==> config.mk <==
export PLATFORM = sky130hd
export DESIGN_NAME = hcbp_packer
export DESIGN_NICKNAME = d
export VERILOG_FILES = /design/src/design/hcbp_pkg.sv /design/src/design/hcbp_packer.sv
export SDC_FILE = /design/constraint.sdc
export NUM_CORES = 1
export LEC_CHECK = 0
export ABC_AREA = 1
export BUFFER_PORTS_ARGS = -buffer_cell sky130_fd_sc_hd__buf_2
export CAP_MARGIN = 10
export CORE_MARGIN = 10
export CORE_UTILIZATION = 40
export DETAILED_ROUTE_END_ITERATION = 8
export PLACE_DENSITY = 0.66
export SLEW_MARGIN = 10
export SYNTH_ARGS = -nofsm -noshare
export SYNTH_HDL_FRONTEND = slang
export SYNTH_SLANG_ARGS = --single-unit
==> constraint.sdc <==
create_clock -name clock -period 5.1 [get_ports clock]
set_clock_uncertainty 0.05 [all_clocks]
set_input_delay 0.765 -clock clock [delete_from_list [all_inputs] [get_ports clock]]
set_output_delay 0.765 -clock clock [all_outputs]
set_load 0.05 [all_outputs]
==> src/design/hcbp_pkg.sv <==
// ----------------------------------------------------------------------------
// hcbp_pkg
// Types and constants shared by the Huffman code bit packer.
// ----------------------------------------------------------------------------
package hcbp_pkg;

   localparam int CODE_W   = 32;
   localparam int LEN_W    = 6;
   localparam int BYTE_W   = 8;
   localparam int PEND_W   = 7;
   localparam int STREAM_W = PEND_W + CODE_W + 1;
   localparam int TOTAL_W  = 32;

   typedef enum logic [1:0] {
      FUNC_LOAD   = 2'd0,
      FUNC_ENCODE = 2'd1,
      FUNC_FLUSH  = 2'd2
   } func_type;

   typedef enum logic [1:0] {
      ST_CODED  = 2'd0,
      ST_FINAL  = 2'd1,
      ST_EMPTY  = 2'd2,
      ST_REJECT = 2'd3
   } status_type;

   typedef enum logic [1:0] {
      S_IDLE,
      S_LOOK,
      S_EMIT,
      S_ONE
   } state_type;

   typedef struct packed {
      logic [CODE_W-1:0] code;
      logic [LEN_W-1:0]  len;
   } entry_type;

endpackage

==> src/design/hcbp_packer.sv <==
// ----------------------------------------------------------------------------
// hcbp_packer
// Sequencer: table access, bit packing, byte emission and result register.
// ----------------------------------------------------------------------------
module hcbp_packer import hcbp_pkg::*; #(
   parameter int SYMBOLS      = 256,
   parameter int MAX_CODE_LEN = 32,
   parameter int AW           = $clog2(SYMBOLS)
) (
   input  logic               clock,
   input  logic               reset,
   input  logic               req_valid,
   output logic               req_ready,
   input  logic [1:0]         req_func,
   input  logic [BYTE_W-1:0]  req_symbol,
   input  logic [CODE_W-1:0]  req_code_bits,
   input  logic [7:0]         req_code_len,
   output logic               rsp_valid,
   input  logic               rsp_ready,
   output logic [1:0]         rsp_status,
   output logic [BYTE_W-1:0]  rsp_out_byte,
   output logic [TOTAL_W-1:0] rsp_total_bits,
   output logic               rsp_last,
   output logic               tbl_wr_en,
   output logic [AW-1:0]      tbl_wr_addr,
   output entry_type          tbl_wr_data,
   output logic               tbl_rd_en,
   output logic [AW-1:0]      tbl_rd_addr,
   input  entry_type          tbl_rd_data
);

   localparam int LIMIT = (MAX_CODE_LEN < CODE_W) ? MAX_CODE_LEN : CODE_W;

   state_type            state_ff, state_in;
   logic [PEND_W-1:0]    pend_ff, pend_in;
   logic [2:0]           pcnt_ff, pcnt_in;
   logic [TOTAL_W-1:0]   total_ff, total_in;
   logic [STREAM_W-1:0]  stream_ff, stream_in;
   logic [2:0]           nbytes_ff, nbytes_in;
   logic                 sym_ok_ff, sym_ok_in;
   status_type           one_status_ff, one_status_in;
   logic [BYTE_W-1:0]    one_byte_ff, one_byte_in;
   logic [TOTAL_W-1:0]   one_total_ff, one_total_in;
   logic                 ov_ff, ov_in;
   status_type           ost_ff, ost_in;
   logic [BYTE_W-1:0]    obyte_ff, obyte_in;
   logic [TOTAL_W-1:0]   ototal_ff, ototal_in;
   logic                 olast_ff, olast_in;

   logic                 in_range;
   logic                 slot_free;
   logic [LEN_W-1:0]     len;
   logic [LEN_W-1:0]     nsum;
   logic [CODE_W-1:0]    code_al;
   logic [STREAM_W-1:0]  stream;
   logic [TOTAL_W:0]     sum;

   assign in_range    = {1'b0, req_symbol} < (BYTE_W + 1)'(SYMBOLS);
   assign slot_free   = !ov_ff || rsp_ready;
   assign req_ready   = (state_ff == S_IDLE);
   assign tbl_wr_addr = req_symbol[AW-1:0];
   assign tbl_rd_addr = req_symbol[AW-1:0];
   assign tbl_wr_data = '{code: req_code_bits, len: req_code_len[LEN_W-1:0]};

   // left-aligned merge of pending bits and the looked-up code
   assign len     = sym_ok_ff ? tbl_rd_data.len : '0;
   assign nsum    = {3'b000, pcnt_ff} + len;
   assign code_al = tbl_rd_data.code << (LEN_W'(CODE_W) - len);
   assign stream  = {pend_ff, {(CODE_W + 1){1'b0}}} | ({code_al, 8'h00} >> pcnt_ff);
   assign sum     = {1'b0, total_ff} + (TOTAL_W + 1)'(len);

   always_ff @(posedge clock) begin
      if (reset) begin
         state_ff  <= S_IDLE;
         pend_ff   <= '0;
         pcnt_ff   <= '0;
         total_ff  <= '0;
         nbytes_ff <= '0;
         sym_ok_ff <= 1'b0;
         ov_ff     <= 1'b0;
      end else begin
         state_ff  <= state_in;
         pend_ff   <= pend_in;
         pcnt_ff   <= pcnt_in;
         total_ff  <= total_in;
         nbytes_ff <= nbytes_in;
         sym_ok_ff <= sym_ok_in;
         ov_ff     <= ov_in;
      end
   end

   always_ff @(posedge clock) begin
      stream_ff     <= stream_in;
      one_status_ff <= one_status_in;
      one_byte_ff   <= one_byte_in;
      one_total_ff  <= one_total_in;
      ost_ff        <= ost_in;
      obyte_ff      <= obyte_in;
      ototal_ff     <= ototal_in;
      olast_ff      <= olast_in;
   end

   always_comb begin
      state_in      = state_ff;
      pend_in       = pend_ff;
      pcnt_in       = pcnt_ff;
      total_in      = total_ff;
      stream_in     = stream_ff;
      nbytes_in     = nbytes_ff;
      sym_ok_in     = sym_ok_ff;
      one_status_in = one_status_ff;
      one_byte_in   = one_byte_ff;
      one_total_in  = one_total_ff;
      ov_in         = ov_ff && !rsp_ready;
      ost_in        = ost_ff;
      obyte_in      = obyte_ff;
      ototal_in     = ototal_ff;
      olast_in      = olast_ff;
      tbl_wr_en     = 1'b0;
      tbl_rd_en     = 1'b0;

      unique case (state_ff)
         S_IDLE: begin
            if (req_valid) begin
               unique case (req_func)
                  FUNC_LOAD: begin
                     if (req_code_len > 8'(LIMIT) || !in_range) begin
                        one_status_in = ST_REJECT;
                        one_byte_in   = '0;
                        one_total_in  = '0;
                        state_in      = S_ONE;
                     end else begin
                        tbl_wr_en = 1'b1;
                     end
                  end
                  FUNC_ENCODE: begin
                     tbl_rd_en = in_range;
                     sym_ok_in = in_range;
                     state_in  = S_LOOK;
                  end
                  FUNC_FLUSH: begin
                     one_status_in = (pcnt_ff != '0) ? ST_FINAL : ST_EMPTY;
                     one_byte_in   = (pcnt_ff != '0) ? {pend_ff, 1'b0} : '0;
                     one_total_in  = total_ff;
                     pend_in       = '0;
                     pcnt_in       = '0;
                     total_in      = '0;
                     state_in      = S_ONE;
                  end
                  default: begin
                  end
               endcase
            end
         end
         S_LOOK: begin
            total_in  = sum[TOTAL_W] ? '1 : sum[TOTAL_W-1:0];
            pcnt_in   = nsum[2:0];
            nbytes_in = nsum[5:3];
            stream_in = stream;
            if (nsum[5:3] == '0) begin
               pend_in  = stream[STREAM_W-1 -: PEND_W];
               state_in = S_IDLE;
            end else begin
               state_in = S_EMIT;
            end
         end
         S_EMIT: begin
            if (slot_free) begin
               ov_in     = 1'b1;
               ost_in    = ST_CODED;
               obyte_in  = stream_ff[STREAM_W-1 -: BYTE_W];
               ototal_in = '0;
               olast_in  = (nbytes_ff == 3'd1);
               stream_in = stream_ff << BYTE_W;
               nbytes_in = nbytes_ff - 3'd1;
               if (nbytes_ff == 3'd1) begin
                  pend_in  = stream_ff[STREAM_W-BYTE_W-1 -: PEND_W];
                  state_in = S_IDLE;
               end
            end
         end
         S_ONE: begin
            if (slot_free) begin
               ov_in     = 1'b1;
               ost_in    = one_status_ff;
               obyte_in  = one_byte_ff;
               ototal_in = one_total_ff;
               olast_in  = 1'b1;
               state_in  = S_IDLE;
            end
         end
         default: begin
            state_in = S_IDLE;
         end
      endcase
   end

   assign rsp_valid      = ov_ff;
   assign rsp_status     = ost_ff;
   assign rsp_out_byte   = obyte_ff;
   assign rsp_total_bits = ototal_ff;
   assign rsp_last       = olast_ff;

endmodule

==> impl_results.md <==
* Buffer count from post-CTS setup fixing at 0
* Dominant cell type by area after synthesis: edfxtp_1
* DRC violations left at 0
* RSZ-0062 raised after global routing: no
* Actual slew at the worst max-slew pin at 1.108 ns
* Proportion of layout cells with a drive suffix above 1 at 13.34%
* Initial antenna violation count at 0
* First-pass GRT wire length at 51980 um
* Sw Ratio at 43.19%
* Share of power burned in combinational logic at 38.6%
* Area of the multi-input gates at 5264 um^2
* Starting DRT DRC Count at 1136
* Vias in the first global route at 9895
* Synth area leaders: edfxtp_1 33%, nand3_1 13%, nand2_1 13%
* Via count at 10240
* CTS tree: yes
* Yosys reg bits at 172
* Worst-case clock buffer depth at 2
* Synthesized instance count at 1525
* Mapped Area at 11320 um^2
* Met3 usage at 4.321%
* Power Total at 5.501 mW
* Status: complete, no violations
* Total Wirelength at 31550 um
* CTS sink cnt at 172
* Top-area cell type share of the netlist area at 32.63%
* Storage element area at 4674 um^2
* VDD IR max at 0.0003087 V
* Core ar. at 27860 um^2
* CP Capture Point: stream_ff[32]
* Worst hold path class: register to register
* Sequential Power Share at 38.2%
* DIE HEIGHT at 188.2 um
* GR Overflow Total at 0
* Largest net degree at the start of global routing at 48
* Clock power frac at 23.2%
* P_sw at 2.376 mW
* Startpoint Class: register
* Post-synth EDFFs at 123
* Reg-to-reg slack, setup at 0.84 ns
* Drt via density at 5.328
* CTS hold repair buffers at 0
* Number of CTS-inserted buffers at 17
* Nets at 1635
* DR WL/cell at 16.41 um
* M1 GR Usage at 23.49%
* FILL cells at 2796
* Critical path class: register to register
* YS warnings at 0
* Sum Neg Setup Slack at 0 ns
* Clock-pin slew on the worst setup and hold paths at 0.07 ns
* Setup violations, final at 0
* Clock latency on the worst-skew pair at 0.44 ns
* Max-slew violation count at 0
* Critical-path maximum fanout at 44
* Leakage power at 5.143 nW
* R2r endpoint: stream_ff[32]
* Final period utilization at 83.51%
* Synth Flop Type: edfxtp_1
* Max Cap Viol at 0
* Post-synthesis sequential area ratio at 41.29%
* Gates resized, CTS repair at 0
* Synthesis-to-layout area growth at 7.935%
* Initial core utilization at 40.64%
* FFs w/ async S/R, synth at 0%
* Worst path required time at 5.33 ns
* PD cells at 450.2 nW/um^2
* Yosys cell types at 57
* P_int at 3.125 mW
* Slew headroom at 26.04%
* Period minus WS final at 4.259 ns
* Grt met2 use at 27.36%
* Critical path origin: sym_ok_ff
* Syn avg cell area at 7.424 um^2
* Reg2Reg Depth at 14
* Final hold vios at 0
* Root Driver: clkbuf_16
* Routability cong. at 0.9222
* Drt pass-1 iters at 6
* Antenna Cells at 0
* Syn nets at 1629
* Fmax at 234.8 MHz
* Die width at 188.2 um
* Antenna-violating nets left at 0
* Row cnt at 61
* R2r startpoint: sym_ok_ff
* Gr usage total at 17.59%
* Data arrival time of the critical path at 4.49 ns
* Die ar. at 35430 um^2
* DP HPWL at 22970 um
* Num ports at 193
* Port-buffer cells at 104
* H-tree levels at 4
* Critical Path End Type: register
* Busiest grt layer: met2
==> critical path, cell delays in order (launching register included) <==
cell and delay (ns):
dfxtp_1 0.88, nand2_8 0.35, ha_1 0.43, clkinv_1 0.64, nand3_1 0.40, nand3_1 0.12
nand3_1 0.10, o21ai_0 0.15, o22ai_1 0.29, inv_1 0.09, nand2_1 0.09, nand3_1 0.09
o21ai_0 0.21, nand2_1 0.10, nand3_1 0.12
==> sequential cells by signal (all words and copies together), names as in the netlist, 3 cells and up <==
| register | count |
|---|---|
| stream_ff | 39 |
| nbytes_ff | 3 |
| pend_ff | 7 |
| pcnt_ff | 3 |
| rsp_total_bits | 32 |
| one_total_ff | 32 |
| total_ff | 32 |
| one_byte_ff | 7 |
| rsp_out_byte | 8 |
==> cells in the final DEF, fill, tap and decap left out, types with 17 or more instances in the layout <==
cell type	synthesis	layout
nand2_1	387	387
nor2_1	100	99
a21oi_1	55	55
dfxtp_1	49	49
nand3_1	299	299
nand4_1	17	17
nor3_1	17	17
clkbuf_16	0	17
inv_1	135	135
edfxtp_1	123	123
buf_2	16	104
o21ai_1	22	22
o21ai_0	45	45
==> power by group through the flow <==
stage	registers (mW)	clock network (mW)	logic, mW
4_1_cts	2.11	1.30	2.11
5_1_grt	2.14	1.35	2.32
3_5_place_dp	2.14	0	2.11
3_3_place_gp	2.13	0	2.09
2_1_floorplan	2.62	0	1.17
6_report	2.10	1.28	2.12
==> worst min-delay path by stage <==
| stage | end | cells past startpoint | slack, ns | from |
|---|---|---|---|---|
| finish | pend_ff[4] | 2 | 0.42 | pend_ff[4] |
| global placement | pend_ff[4] | 2 | 0.40 | pend_ff[4] |
| floorplan | pend_ff[0] | 2 | 0.40 | pend_ff[0] |
| CTS | pend_ff[4] | 2 | 0.42 | pend_ff[4] |
| global route | pend_ff[3] | 2 | 0.45 | pend_ff[3] |
| detailed placement | pend_ff[4] | 2 | 0.41 | pend_ff[4] |
==> metrics by stage <==
step	instance area (um^2)	cells	hold slack (ns)	utilization, %	setup WS [ns]
after floorplan	11320	1525	0.3953	-	0.3113
after global placement	11620	1889	0.4026	41.72	0.9019
after detailed placement	11620	1889	0.4073	41.72	0.9160
after CTS	12200	1921	0.4174	43.79	0.8893
after global routing	12220	1922	0.4459	43.86	0.5184
final	12220	1922	0.4158	43.86	0.8408
==> metal layers <==
metal	part of all wire [%]	wire [um]
met1	46	14590
met2	44	14020
met3	7.3	2289
met4	2.1	655
met5	0	0
==> final cells by class <==
type / instances / share of cell area (%)
clock buffers: 17 / 3.481
clock inverters: 15 / 1.229
inverters: 155 / 4.802
multi-input cells: 1066 / 43.08
flip-flops and latches: 172 / 38.26
well taps: 378 / 3.871
repair buffers: 119 / 5.284
==> cells in the mapped netlist (all sizes together), types with 4 or more instances <==
library cell / count
a21oi: 59
a31oi: 5
buf: 93
clkbuf: 39
clkinv: 6
dfxtp: 49
edfxtp: 123
ha: 12
inv: 149
nand2: 403
nand3: 301
nand4: 17
nor2: 108
nor3: 18
nor4: 6
o211ai: 15
o21ai: 68
o221ai: 4
o22ai: 4
o31ai: 6
xor2: 18
==> cells by family after synthesis <==
logic type | count (synthesis) | share of synthesized area (%)
buf+inv | 287 | 12.32
mux | 2 | 0.1768
simple gates | 862 | 34.28
compound gates | 171 | 8.997
flops | 172 | 41.29
fa+ha+maj | 12 | 1.326
xor+xnor | 19 | 1.603
Power figures use the tool's default switching activity.
